--- config.mk ---
export PLATFORM = sky130hd
export DESIGN_NAME = ax25_frame_header_checker_unit
export DESIGN_NICKNAME = d
export VERILOG_FILES = /design/src/hdl/ax25hc_pkg.sv /design/src/hdl/ax25_frame_header_checker_unit.sv /design/src/hdl/ax25hc_core.sv /design/src/hdl/ax25hc_fifo.sv
export VERILOG_INCLUDE_DIRS = /design/src /design/src/hdl
export SDC_FILE = /design/constraint.sdc
export NUM_CORES = 1
export LEC_CHECK = 0
export BUFFER_PORTS_ARGS = -buffer_cell sky130_fd_sc_hd__buf_2
export CELL_PAD_IN_SITES_DETAIL_PLACEMENT = 1
export CELL_PAD_IN_SITES_GLOBAL_PLACEMENT = 2
export CORE_MARGIN = 5
export CORE_UTILIZATION = 45
export CTS_CLUSTER_SIZE = 28
export DETAILED_ROUTE_END_ITERATION = 8
export GPL_TIMING_DRIVEN = 0
export PLACE_DENSITY_LB_ADDON = 0.1
export SLEW_MARGIN = 30
export SYNTH_ARGS = -nofsm -noshare
export SYNTH_HDL_FRONTEND = slang
export SYNTH_HIERARCHICAL = 1
export SYNTH_SLANG_ARGS = --single-unit
--- constraint.sdc ---
create_clock -name clk_i -period 11.6 [get_ports clk_i]
set_clock_uncertainty 0.2 [all_clocks]
set_input_delay 2.9 -clock clk_i [delete_from_list [all_inputs] [get_ports clk_i]]
set_output_delay 2.9 -clock clk_i [all_outputs]
set_load 0.005 [all_outputs]
--- src/hdl/ax25_frame_header_checker_unit_defines.svh ---
// assertion macros shared by the ax25 frame header checker modules
// expects clk_i and rst_ni in the scope of every use
`ifndef AX25_FRAME_HEADER_CHECKER_UNIT_DEFINES_SVH
`define AX25_FRAME_HEADER_CHECKER_UNIT_DEFINES_SVH

// antecedent implies consequent in the same cycle
`define AX25HC_ASSERT_SAME(label, ante, cons) \
  label: assert property (@(posedge clk_i) disable iff (!rst_ni) (ante) |-> (cons)) \
    else $error("ax25hc: same-cycle check failed");

// antecedent implies consequent in the following cycle
`define AX25HC_ASSERT_NEXT(label, ante, cons) \
  label: assert property (@(posedge clk_i) disable iff (!rst_ni) (ante) |=> (cons)) \
    else $error("ax25hc: next-cycle check failed");

`endif

--- src/hdl/ax25hc_pkg.sv ---
// types, constants and helper functions of the ax25 frame header checker
// used by ax25hc_core, ax25hc_fifo and the top level; depends on nothing
package ax25hc_pkg;

  // frame limits
  localparam int unsigned MAX_PATH    = 15;
  localparam int unsigned MAX_PAYLOAD = 1023;
  localparam int unsigned MIN_FRAME   = 18;

  // result queue depth, a power of two
  localparam int unsigned FIFO_DEPTH = 4;

  // crc-16/x.25, reflected
  localparam logic [15:0] CRC_POLY = 16'h8408;
  localparam logic [15:0] CRC_INIT = 16'hFFFF;

  // header byte values
  localparam logic [7:0] CTRL_UI     = 8'h03;
  localparam logic [7:0] PID_NO_L3   = 8'hF0;
  localparam logic [7:0] CHR_TAB     = 8'h09;
  localparam logic [7:0] CHR_LF      = 8'h0A;
  localparam logic [7:0] CHR_CR      = 8'h0D;
  localparam logic [7:0] PRINT_FIRST = 8'h20;
  localparam logic [7:0] PRINT_LAST  = 8'h7E;

  // number of callsign bytes before the ssid byte
  localparam logic [2:0] CALL_CHARS = 3'd6;

  typedef enum logic [2:0] {
    PH_ADDRESS,
    PH_CONTROL,
    PH_PID,
    PH_PAYLOAD,
    PH_HALT
  } phase_e;

  typedef enum logic [1:0] {
    ROLE_DEST,
    ROLE_SRC,
    ROLE_DIGI
  } role_e;

  typedef enum logic [2:0] {
    ST_OK,
    ST_SHORT,
    ST_BAD_FCS,
    ST_DEST_LAST,
    ST_ADDR_OVERRUN,
    ST_NO_CONTROL,
    ST_NO_PID
  } status_e;

  typedef enum logic {
    KIND_ADDRESS,
    KIND_SUMMARY
  } kind_e;

  typedef struct packed {
    kind_e       kind;
    role_e       role;
    logic [3:0]  path_index;
    logic [41:0] callsign;
    logic [3:0]  ssid;
    status_e     status;
    logic [7:0]  control;
    logic [7:0]  pid;
    logic        is_ui;
    logic        printable;
    logic [9:0]  payload_length;
  } result_t;

  // results produced by one byte step, first in order
  typedef struct packed {
    logic [1:0] count;
    result_t    first;
    result_t    second;
  } push_t;

  // one byte into the crc, lsb first
  function automatic logic [15:0] crc_byte(input logic [15:0] crc, input logic [7:0] b);
    logic [15:0] c;
    c = crc;
    for (int i = 0; i < 8; i++) begin
      if (c[0] ^ b[i]) begin
        c = (c >> 1) ^ CRC_POLY;
      end else begin
        c = c >> 1;
      end
    end
    return c;
  endfunction

  // printable ascii or cr, lf, tab
  function automatic logic is_printable(input logic [7:0] b);
    return (b == CHR_CR) || (b == CHR_LF) || (b == CHR_TAB) ||
           ((b >= PRINT_FIRST) && (b <= PRINT_LAST));
  endfunction

endpackage

--- src/hdl/ax25_frame_header_checker_unit.sv ---
// ax25 frame header checker: byte input, address records and frame summaries out
// depends on ax25hc_pkg, ax25hc_core and ax25hc_fifo
//
// Input channel: one frame byte per word on data_byte_i, end_of_frame_i high
// on the last byte (the second fcs byte). Frames follow each other directly.
// Output channel: one result per word. result_kind_o low is an address record
// (role, path index, callsign, ssid); high is the frame summary that closes
// the frame (status, control, pid, ui flag, printability, payload length,
// path count).
// Throughput: one byte per cycle while the queue has room. The byte step
// (8-bit crc update and parser step) sits between the input register and a
// four-word result queue; the step on the last byte gives two results when an
// address completes in it, drained one per cycle while out_ready_i is high.
// Reset clears the frame state, the input register's valid flag and the queue.
// When the receiver stalls, the queue fills and in_ready_o drops once fewer
// than two free slots remain and the input register is full; nothing is lost.

module ax25_frame_header_checker_unit #(
  parameter int unsigned MAX_PAYLOAD = ax25hc_pkg::MAX_PAYLOAD
) (
  input  logic        clk_i,
  input  logic        rst_ni,
  input  logic        in_valid_i,
  output logic        in_ready_o,
  input  logic [7:0]  data_byte_i,
  input  logic        end_of_frame_i,
  output logic        out_valid_o,
  input  logic        out_ready_i,
  output logic        result_kind_o,
  output logic [1:0]  address_role_o,
  output logic [3:0]  path_index_o,
  output logic [41:0] callsign_o,
  output logic [3:0]  ssid_o,
  output logic [2:0]  status_o,
  output logic [7:0]  control_o,
  output logic [7:0]  pid_o,
  output logic        is_ui_o,
  output logic        payload_printable_o,
  output logic [9:0]  payload_length_o
);

  logic                in_vld_q, in_vld_d;
  logic [7:0]          byte_q;
  logic                eof_q;
  logic                room;
  logic                step;
  logic                in_take;
  ax25hc_pkg::push_t   push;
  ax25hc_pkg::result_t head;

  // input register handshake
  assign step       = in_vld_q && room;
  assign in_ready_o = !in_vld_q || room;
  assign in_take    = in_valid_i && in_ready_o;

  always_comb begin
    in_vld_d = in_vld_q;
    if (in_take) begin
      in_vld_d = 1'b1;
    end else if (step) begin
      in_vld_d = 1'b0;
    end
  end

  always_ff @(posedge clk_i or negedge rst_ni) begin
    if (!rst_ni) begin
      in_vld_q <= 1'b0;
    end else begin
      in_vld_q <= in_vld_d;
    end
  end

  // input word payload
  always_ff @(posedge clk_i) begin
    if (in_take) begin
      byte_q <= data_byte_i;
      eof_q  <= end_of_frame_i;
    end
  end

  ax25hc_core #(
    .MAX_PAYLOAD (MAX_PAYLOAD)
  ) u_core (
    .clk_i          (clk_i),
    .rst_ni         (rst_ni),
    .step_i         (step),
    .data_byte_i    (byte_q),
    .end_of_frame_i (eof_q),
    .push_o         (push)
  );

  ax25hc_fifo u_fifo (
    .clk_i       (clk_i),
    .rst_ni      (rst_ni),
    .push_i      (push),
    .room_o      (room),
    .out_valid_o (out_valid_o),
    .out_ready_i (out_ready_i),
    .head_o      (head)
  );

  // result fields to ports
  assign result_kind_o       = head.kind;
  assign address_role_o      = head.role;
  assign path_index_o        = head.path_index;
  assign callsign_o          = head.callsign;
  assign ssid_o              = head.ssid;
  assign status_o            = head.status;
  assign control_o           = head.control;
  assign pid_o               = head.pid;
  assign is_ui_o             = head.is_ui;
  assign payload_printable_o = head.printable;
  assign payload_length_o    = head.payload_length;

endmodule

--- src/hdl/ax25hc_core.sv ---
// frame state, crc and header parser: one byte step per cycle while step_i is high
// depends on ax25hc_pkg and ax25_frame_header_checker_unit_defines.svh
`include "ax25_frame_header_checker_unit_defines.svh"

module ax25hc_core #(
  parameter int unsigned MAX_PAYLOAD = ax25hc_pkg::MAX_PAYLOAD
) (
  input  logic               clk_i,
  input  logic               rst_ni,
  input  logic               step_i,
  input  logic [7:0]         data_byte_i,
  input  logic               end_of_frame_i,
  output ax25hc_pkg::push_t  push_o
);

  localparam int unsigned PW = $clog2(MAX_PAYLOAD + 1);

  logic [7:0]              delay0_q, delay0_d, delay1_q, delay1_d;
  logic [1:0]              fill_q, fill_d;
  logic [15:0]             crc_q, crc_d;
  logic [9:0]              frame_q, frame_d;
  ax25hc_pkg::phase_e      phase_q, phase_d;
  logic [2:0]              addr_idx_q, addr_idx_d;
  logic [41:0]             call_q, call_d;
  ax25hc_pkg::role_e       role_q, role_d;
  logic [3:0]              path_q, path_d;
  logic [7:0]              ctrl_q, ctrl_d;
  logic [7:0]              pid_q, pid_d;
  logic                    print_q, print_d;
  logic [PW-1:0]           pay_q, pay_d;
  ax25hc_pkg::status_e     err_q, err_d;

  logic [7:0]              body;
  logic                    body_vld;
  logic                    rec_vld;
  ax25hc_pkg::result_t     rec;
  ax25hc_pkg::result_t     sum;
  ax25hc_pkg::status_e     status;
  logic [31:0]             pay_ext;

  // byte step: delay line, crc, parser, and the summary at end of frame
  always_comb begin
    delay0_d   = data_byte_i;
    delay1_d   = data_byte_i;
    fill_d     = fill_q;
    crc_d      = crc_q;
    frame_d    = frame_q;
    phase_d    = phase_q;
    addr_idx_d = addr_idx_q;
    call_d     = call_q;
    role_d     = role_q;
    path_d     = path_q;
    ctrl_d     = ctrl_q;
    pid_d      = pid_q;
    print_d    = print_q;
    pay_d      = pay_q;
    err_d      = err_q;
    rec        = '0;
    rec_vld    = 1'b0;
    sum        = '0;
    status     = ax25hc_pkg::ST_OK;
    pay_ext    = '0;
    body       = delay0_q;
    body_vld   = (fill_q == 2'd2);

    // oldest held byte is known body once two newer bytes arrived
    if (body_vld) begin
      crc_d = ax25hc_pkg::crc_byte(crc_q, body);
      unique case (phase_q)
        ax25hc_pkg::PH_ADDRESS: begin
          if (addr_idx_q < ax25hc_pkg::CALL_CHARS) begin
            call_d     = {call_q[34:0], body[7:1]};
            addr_idx_d = addr_idx_q + 3'd1;
          end else begin
            rec_vld         = 1'b1;
            rec.kind        = ax25hc_pkg::KIND_ADDRESS;
            rec.role        = role_q;
            rec.path_index  = (role_q == ax25hc_pkg::ROLE_DIGI) ? path_q : 4'd0;
            rec.callsign    = call_q;
            rec.ssid        = body[4:1];
            if ((role_q == ax25hc_pkg::ROLE_DIGI) && (path_q < 4'(ax25hc_pkg::MAX_PATH))) begin
              path_d = path_q + 4'd1;
            end
            call_d     = '0;
            addr_idx_d = '0;
            if (role_q == ax25hc_pkg::ROLE_DEST) begin
              if (body[0]) begin
                err_d   = ax25hc_pkg::ST_DEST_LAST;
                phase_d = ax25hc_pkg::PH_HALT;
              end
              role_d = ax25hc_pkg::ROLE_SRC;
            end else begin
              if (body[0]) begin
                phase_d = ax25hc_pkg::PH_CONTROL;
              end
              role_d = ax25hc_pkg::ROLE_DIGI;
            end
          end
        end
        ax25hc_pkg::PH_CONTROL: begin
          ctrl_d  = body;
          phase_d = ((body == ax25hc_pkg::CTRL_UI) || !body[0]) ?
                    ax25hc_pkg::PH_PID : ax25hc_pkg::PH_PAYLOAD;
        end
        ax25hc_pkg::PH_PID: begin
          pid_d   = body;
          phase_d = ax25hc_pkg::PH_PAYLOAD;
        end
        ax25hc_pkg::PH_PAYLOAD: begin
          if (pay_q < PW'(MAX_PAYLOAD)) begin
            pay_d = pay_q + PW'(1);
          end
          if (!ax25hc_pkg::is_printable(body)) begin
            print_d = 1'b0;
          end
        end
        default: begin
        end
      endcase
    end

    // delay line and byte count
    delay0_d = delay1_q;
    delay1_d = data_byte_i;
    if (fill_q != 2'd2) begin
      fill_d = fill_q + 2'd1;
    end
    if (frame_q < 10'd1023) begin
      frame_d = frame_q + 10'd1;
    end

    // frame summary, then everything back to its reset value
    if (end_of_frame_i) begin
      if ((frame_d < 10'(ax25hc_pkg::MIN_FRAME)) || (fill_q == 2'd0)) begin
        status = ax25hc_pkg::ST_SHORT;
      end else if (~crc_d != {data_byte_i, delay1_q}) begin
        status = ax25hc_pkg::ST_BAD_FCS;
      end else if (err_d != ax25hc_pkg::ST_OK) begin
        status = err_d;
      end else if (phase_d == ax25hc_pkg::PH_ADDRESS) begin
        status = ax25hc_pkg::ST_ADDR_OVERRUN;
      end else if (phase_d == ax25hc_pkg::PH_CONTROL) begin
        status = ax25hc_pkg::ST_NO_CONTROL;
      end else if (phase_d == ax25hc_pkg::PH_PID) begin
        status = ax25hc_pkg::ST_NO_PID;
      end else begin
        status = ax25hc_pkg::ST_OK;
      end

      pay_ext        = 32'(pay_d);
      sum.kind       = ax25hc_pkg::KIND_SUMMARY;
      sum.path_index = path_d;
      sum.status     = status;
      if (status == ax25hc_pkg::ST_OK) begin
        sum.control        = ctrl_d;
        sum.pid            = pid_d;
        sum.is_ui          = (ctrl_d == ax25hc_pkg::CTRL_UI) && (pid_d == ax25hc_pkg::PID_NO_L3);
        sum.printable      = print_d;
        sum.payload_length = (pay_ext > 32'd1023) ? 10'd1023 : pay_ext[9:0];
      end

      delay0_d   = '0;
      delay1_d   = '0;
      fill_d     = '0;
      crc_d      = ax25hc_pkg::CRC_INIT;
      frame_d    = '0;
      phase_d    = ax25hc_pkg::PH_ADDRESS;
      addr_idx_d = '0;
      call_d     = '0;
      role_d     = ax25hc_pkg::ROLE_DEST;
      path_d     = '0;
      ctrl_d     = '0;
      pid_d      = '0;
      print_d    = 1'b1;
      pay_d      = '0;
      err_d      = ax25hc_pkg::ST_OK;
    end
  end

  // results of this step, address record ahead of the summary
  always_comb begin
    push_o.count  = step_i ? (2'(rec_vld) + 2'(end_of_frame_i)) : 2'd0;
    push_o.first  = rec_vld ? rec : sum;
    push_o.second = sum;
  end

  // frame state registers
  always_ff @(posedge clk_i or negedge rst_ni) begin
    if (!rst_ni) begin
      delay0_q   <= '0;
      delay1_q   <= '0;
      fill_q     <= '0;
      crc_q      <= ax25hc_pkg::CRC_INIT;
      frame_q    <= '0;
      phase_q    <= ax25hc_pkg::PH_ADDRESS;
      addr_idx_q <= '0;
      call_q     <= '0;
      role_q     <= ax25hc_pkg::ROLE_DEST;
      path_q     <= '0;
      ctrl_q     <= '0;
      pid_q      <= '0;
      print_q    <= 1'b1;
      pay_q      <= '0;
      err_q      <= ax25hc_pkg::ST_OK;
    end else if (step_i) begin
      delay0_q   <= delay0_d;
      delay1_q   <= delay1_d;
      fill_q     <= fill_d;
      crc_q      <= crc_d;
      frame_q    <= frame_d;
      phase_q    <= phase_d;
      addr_idx_q <= addr_idx_d;
      call_q     <= call_d;
      role_q     <= role_d;
      path_q     <= path_d;
      ctrl_q     <= ctrl_d;
      pid_q      <= pid_d;
      print_q    <= print_d;
      pay_q      <= pay_d;
      err_q      <= err_d;
    end
  end

  // a pair of results is always an address record followed by the summary
  `AX25HC_ASSERT_SAME(a_pair_order, push_o.count == 2'd2,
    (push_o.first.kind == ax25hc_pkg::KIND_ADDRESS) &&
    (push_o.second.kind == ax25hc_pkg::KIND_SUMMARY))
  // the parser never runs past the callsign characters
  `AX25HC_ASSERT_SAME(a_addr_idx, 1'b1, addr_idx_q <= ax25hc_pkg::CALL_CHARS)

endmodule

--- src/hdl/ax25hc_fifo.sv ---
// result queue: takes up to two results a cycle, hands out one word a cycle while out_ready_i is high
// depends on ax25hc_pkg and ax25_frame_header_checker_unit_defines.svh
`include "ax25_frame_header_checker_unit_defines.svh"

module ax25hc_fifo (
  input  logic                 clk_i,
  input  logic                 rst_ni,
  input  ax25hc_pkg::push_t    push_i,
  output logic                 room_o,
  output logic                 out_valid_o,
  input  logic                 out_ready_i,
  output ax25hc_pkg::result_t  head_o
);

  localparam int unsigned DEPTH = ax25hc_pkg::FIFO_DEPTH;
  localparam int unsigned PTRW  = $clog2(DEPTH);
  localparam int unsigned CNTW  = $clog2(DEPTH + 1);

  ax25hc_pkg::result_t mem_q [DEPTH];
  logic [PTRW-1:0]     wr_q, wr_d, rd_q, rd_d;
  logic [CNTW-1:0]     cnt_q, cnt_d;
  logic                pop;

  // status and head word
  assign room_o      = (cnt_q <= CNTW'(DEPTH - 2));
  assign out_valid_o = (cnt_q != '0);
  assign pop         = out_valid_o && out_ready_i;
  assign head_o      = mem_q[rd_q];

  // pointer and count update
  always_comb begin
    wr_d  = wr_q + PTRW'(push_i.count);
    rd_d  = pop ? (rd_q + PTRW'(1)) : rd_q;
    cnt_d = cnt_q + CNTW'(push_i.count) - CNTW'(pop);
  end

  // storage
  always_ff @(posedge clk_i) begin
    if (push_i.count != 2'd0) begin
      mem_q[wr_q] <= push_i.first;
    end
    if (push_i.count == 2'd2) begin
      mem_q[wr_q + PTRW'(1)] <= push_i.second;
    end
  end

  // control registers
  always_ff @(posedge clk_i or negedge rst_ni) begin
    if (!rst_ni) begin
      wr_q  <= '0;
      rd_q  <= '0;
      cnt_q <= '0;
    end else begin
      wr_q  <= wr_d;
      rd_q  <= rd_d;
      cnt_q <= cnt_d;
    end
  end

  `AX25HC_ASSERT_SAME(a_no_overflow, push_i.count != 2'd0,
    (cnt_q + CNTW'(push_i.count)) <= CNTW'(DEPTH))
  `AX25HC_ASSERT_SAME(a_count_range, 1'b1, cnt_q <= CNTW'(DEPTH))
  `AX25HC_ASSERT_NEXT(a_pop_only, pop && (push_i.count == 2'd0),
    cnt_q == ($past(cnt_q) - CNTW'(1)))

endmodule
=== Word level (Yosys, flattened, before mapping) ===
Memories as Yosys holds them, arrays and structs flattened.
Cells that the tools add are included.

* Bits in registers: 145
* Latch bits: 0
* Bits in writable memories: 336
* Bits in read-only memories: 0
* Output and inout bits: 86
* Logic and storage cells: 199
* Memories kept: 1

* $add $sub $neg: 11
* Multiply operators: 0
* Div/mod/pow operators: 0
* Order comparisons: 8
* Equality and inequality tests: 17
* Shift operators: 0
* Multiplexer cells: 95
* Bitwise operators: 17
* Reduce and logical (&&, ||, !) cells: 29

{| class="wikitable"
|+ Memory list
! memory !! depth !! bits a word !! read ports !! clocked after memory_dff !! wr ports !! RTL line !! text
|-
| u_fifo.mem_q || 4 || 84 || 1 || 0 || 2 || ax25hc_fifo.sv:19 || <nowiki>ax25hc_pkg::result_t mem_q [DEPTH];</nowiki>
|}

{| class="wikitable"
|+ Operators by type and width
! kind !! count
|-
| 2-to-1 mux 16 bit || 17
|-
| 2-to-1 mux 42 bit || 4
|-
| 2-to-1 mux 53 bit || 2
|-
| 2-to-1 mux 84 bit || 1
|-
| 2-to-1 mux 3 bit || 23
|-
| 2-to-1 mux 8 bit || 8
|-
| 2-to-1 mux 10 bit || 6
|-
| 2-to-1 mux 52 bit || 1
|-
| 2-to-1 mux 31 bit || 1
|-
| 2-to-1 mux 28 bit || 1
|-
| 2-to-1 mux 4 bit || 7
|-
| == test 8 x 4 -> 1 bit, second input constant || 3
|-
| NOT 2 -> 3 bit || 8
|-
| adder 10 x 1 -> 10 bit, second input constant || 2
|-
| less-than comparator 10 bit, second input constant || 2
|-
| == test 8 x 2 -> 1 bit, second input constant || 2
|-
| 2-to-1 mux 2 bit || 8
|-
| inequality test 16 bit || 1
|-
| NOT 16 bit || 1
|-
| 2-to-1 mux 1 bit || 15
|-
| less-than comparator 10 x 5 -> 1 bit, second input constant || 1
|-
| nonzero test 2 bit || 5
|-
| == test 3 x 2 -> 1 bit, second input constant || 3
|-
| logical NOT 3 bit || 3
|-
| 26 further kinds || 52
|}

=== Logic depth before layout (Yosys ltp) ===
* Word-level depth: 33
* Gate-level depth with buffers: 14
* Gate-level depth less buffers: 12

=== Cells and area by module ===
Netlist, hierarchy kept.

{| class="wikitable"
|+ By module, submodules not included
! module !! times used !! cells each !! area each (µm²)
|-
| ax25hc_fifo || 1 || 852 || 17045.1
|-
| ax25hc_core || 1 || 896 || 8291.7
|-
| ax25_frame_header_checker_unit || 1 || 14 || 330.3
|}

=== Worst setup path before layout ===
Ideal clock, no wire load.

* Path kind: flip-flop to flip-flop
* Start: register u_core.fill_q[0]
* End: memory u_fifo/mem_q[0][0] in the netlist's numbering (enable)
* Setup time: 642 ps
* Arrival time: 8040 ps
* Slack: 2718 ps
* Cell stages (with the launch flop): 9
* Buffers on the path: 0
* Cells stage by stage: dfrtp_1 -> inv_1 -> ha_1 -> nor4b_1 -> nand3_1 -> ha_1 -> nor2_1 -> o21bai_1 -> o21ai_0

{| class="wikitable"
|+ RTL lines
! element !! RTL line !! text
|-
| start, declared || ax25hc_core.sv:19 || <nowiki>logic [1:0] fill_q, fill_d;</nowiki>
|-
| start signal, assigned || ax25hc_core.sv:208 || <nowiki>fill_q <= fill_d;</nowiki>
|-
| end, declared || ax25hc_fifo.sv:19 ||
|}

=== Final worst setup path ===
* Start: register u_fifo.rd_q[1]
* End: output callsign_o[19]

* Longest elaborated chain between the ends: 1

{| class="wikitable"
|+ RTL lines
! element !! RTL line !! text
|-
| start, declared || ax25hc_fifo.sv:20 || <nowiki>logic [PTRW-1:0] wr_q, wr_d, rd_q, rd_d;</nowiki>
|-
| start signal, assigned || ax25hc_fifo.sv:55 || <nowiki>rd_q <= rd_d;</nowiki>
|-
| memory read (4 x 84 bit) || - ||
|-
| end, declared || ax25_frame_header_checker_unit.sv:32 || <nowiki>output logic [41:0] callsign_o,</nowiki>
|}

No other way between the ends.

==> out/metrics.cfg <==
[layout]
utilization = 0.525
nFillCells = 5510
final_area_um2 = 29600
nNetsFinal = 2014
area_delta_synth_final_pct = 15.5
stdcell_count = 2785
layout-drive-gt1-share = 0.356
diodes = 0

[sta]
slew_headroom = 0.340
fin_crit_ps = 5660
setup_viol = 0
hold_viol_final = 0
timing.fmax_ghz = 0.177
rsz0062_at_grt = no
finalSetupTns_ps = 0
whs_ps = 289
worstMarginPinSlew_ps = 990
setup_slack_ps = 5940
drv_slew = 0
timing.final.crit_share = 0.488

[place]
gp_congestion = 0.792
dpl.cell_count = 2688
dp_slack_ps = 5960
portBuffers = 98
dpl_cell_area_um2 = 28000
hpwl_um = 47900

[floorplan]
fp.dieW_um = 249
start_util = 0.454
dieArea_um2 = 61900
core-area_um2 = 56500
rows = 87
io_pins = 99
die_h_um = 249

[route]
num_vias = 15584
ant_nets = 0
drc_errors = 0
drt-total-wl_um = 68800
drtPass1Iterations = 5
viasPerCell = 5.60
initialDrtViolationCount = 840
routedWlPerCell_um = 24.7

[logic_synthesis]
ys_types = 75
synth_top_area_frac = 0.404
synth_seq_cells = 481
synth_ff_type = edfxtp_1
syn_inst = 1762
synth_warnings = 6
synth.yosys.seq_area_share = 0.537
synth_top_cell_by_area = edfxtp_1
synth_edf_count = 345
async_flop_share = 0.283
synth_area_um2 = 25700
yosys-top-cells-area = edfxtp_1 (40%), dfrtp_1 (12%), mux2_2 (7.4%)
syn_area_per_cell_um2 = 14.6

[setup_path]
critPathKind = reg -> out
required_ps = 8500
worstSetupEndpointType = output pin
rr_startpoint = u_fifo/cnt_q[0]
arrival_ps = 2560
crit_start = u_fifo/rd_q[1]
crit_fanout = 10
start_kind = flip-flop

[cts]
hold_buffers = 0
cts_root_buffer = clkbuf_16
clkLatencyLatePin_ps = 600
htree_num_levels = 2
clk_pin_slew_ps = 60
clockBufferDepth = 3
cts.sinks = 481
post-cts-setup-buffer-count = 0
cts_made_buffers = 54
cts_tree = done
cts_resized = 0

[pwr]
p_leak_nw = 11.4
ir_drop_mv = 0.144
power_mw = 6.13
p_per_area_nw_per_um2 = 207

[global_route]
grt_usage = 0.219
antenna_found_initial = 2
grt_pass1_wl_um = 106000
grt_max_degree = 77
overflow = 0
grt_pass1_vias = 16854

[run_status]
outcome = finished, final reports clean

[hold_path]
hold_path_class = reg -> reg
hold_start = u_core/call_q[37]

[run]
drv_cap = 0

[worst paths after layout]
check	to	slack, ps	depth (start not counted)
setup reg to reg	u_fifo/mem_q[0][48]	6000	14
min in group asynchronous	u_core/delay1_q[0]	2100	2
setup / recovery	callsign_o[19]	5940	4
hold / removal	u_core/call_q[37]	290	2
hold reg to reg	u_core/call_q[37]	290	2
max in group asynchronous	u_core/call_q[14]	8410	3
[report_power, final]
group / total (mW) / internal, mW / switching [mW]
sequential: 2.28 / 2.13 / 0.148
combinational: 2.26 / 0.995 / 1.27
clock: 1.60 / 0.910 / 0.686
[registers in the layout, indices dropped and copies added, names as in the netlist, 2 cells and up]
signal / count
u_core/fill_q: 2
u_fifo/rd_q: 2
u_fifo/cnt_q: 3
u_core/path_q: 4
u_core/pid_q: 8
u_core/phase_q: 3
u_core/addr_idx_q: 3
u_core/call_q: 42
u_core/crc_q: 16
byte_q: 8
u_core/frame_q: 10
u_core/delay1_q: 8
u_fifo/mem_q: 336
u_core/ctrl_q: 8
u_core/err_q: 3
u_fifo/wr_q: 2
u_core/role_q: 2
u_core/pay_q: 10
u_core/body: 8
[layout by cell type, fill, tap and decap left out, drive strengths merged, types with 33 or more instances in the layout]
| master | n |
|---|---|
| a22o | 35 |
| mux4 | 84 |
| a21oi | 55 |
| nand2 | 52 |
| dfrtp | 119 |
| and2 | 56 |
| nor2 | 54 |
| buf | 248 |
| mux2 | 337 |
| edfxtp | 345 |
| xnor2 | 33 |
| conb | 48 |
| mux2i | 36 |
| clkbuf | 133 |
| nor3 | 60 |
[synthesized netlist by cell type (all sizes together), types with 4 or more instances]
cell type,count
edfxtp,345
mux2,337
buf,125
dfrtp,119
mux4,84
clkbuf,60
nor3,60
and2,56
a21oi,55
nor2,54
nand2,52
mux2i,36
a22o,35
xnor2,33
o2bb2ai,32
o21ai,28
inv,23
dfstp,17
nand3,17
a31o,16
nor2b,16
a22oi,15
o22ai,14
xor2,14
ha,12
and3,9
nor4,9
a31oi,7
nand4,7
nor4b,6
xnor3,6
o22a,5
or3,5
nor3b,4
[critical path, stage by stage (launching register included)]
cell and delay [ps]:
dfrtp_1 450, buf_2 340, clkbuf_1 570, mux4_2 450, buf_2 150
[layout make-up]
cell class                 instances  area (um2)  share of cell area
inverter                          23        86.3             0.00291
timing repair buffer             123        1190              0.0401
buffer                           185        1140              0.0383
multi-input combinational       1120       10900               0.367
clock inverter                    24         171             0.00578
tap                              756         946              0.0319
sequential                       481       13800               0.465
clock buffer                      73        1440              0.0487
[per-layer routing]
| layer | vias to the layer above | wire length (um) | track usage |
|---|---|---|---|
| met4 | 0 | 1410 | 0.0457 |
| met3 | 83 | 2740 | 0.0305 |
| met1 | 8113 | 29800 | 0.292 |
| met5 | - | 0 | 0 |
| li1 | 7150 | - | - |
| met2 | 238 | 34900 | 0.384 |
[cell families (layout without fill, tap and decap cells)]
family / count (synthesis) / in the layout / synth area share
multiplexers: 457 / 457 / 0.252
AO/OA/AOI/OAI: 235 / 235 / 0.0647
flip-flops: 481 / 481 / 0.537
buffers and inverters: 208 / 428 / 0.0476
XOR/XNOR: 55 / 55 / 0.0246
AND/OR/NAND/NOR: 312 / 312 / 0.0677
other: 1 / 48 / 0.000146
adder cells (fa/ha/maj): 13 / 13 / 0.00663
Note: power is estimated with default switching activity, not from simulation.
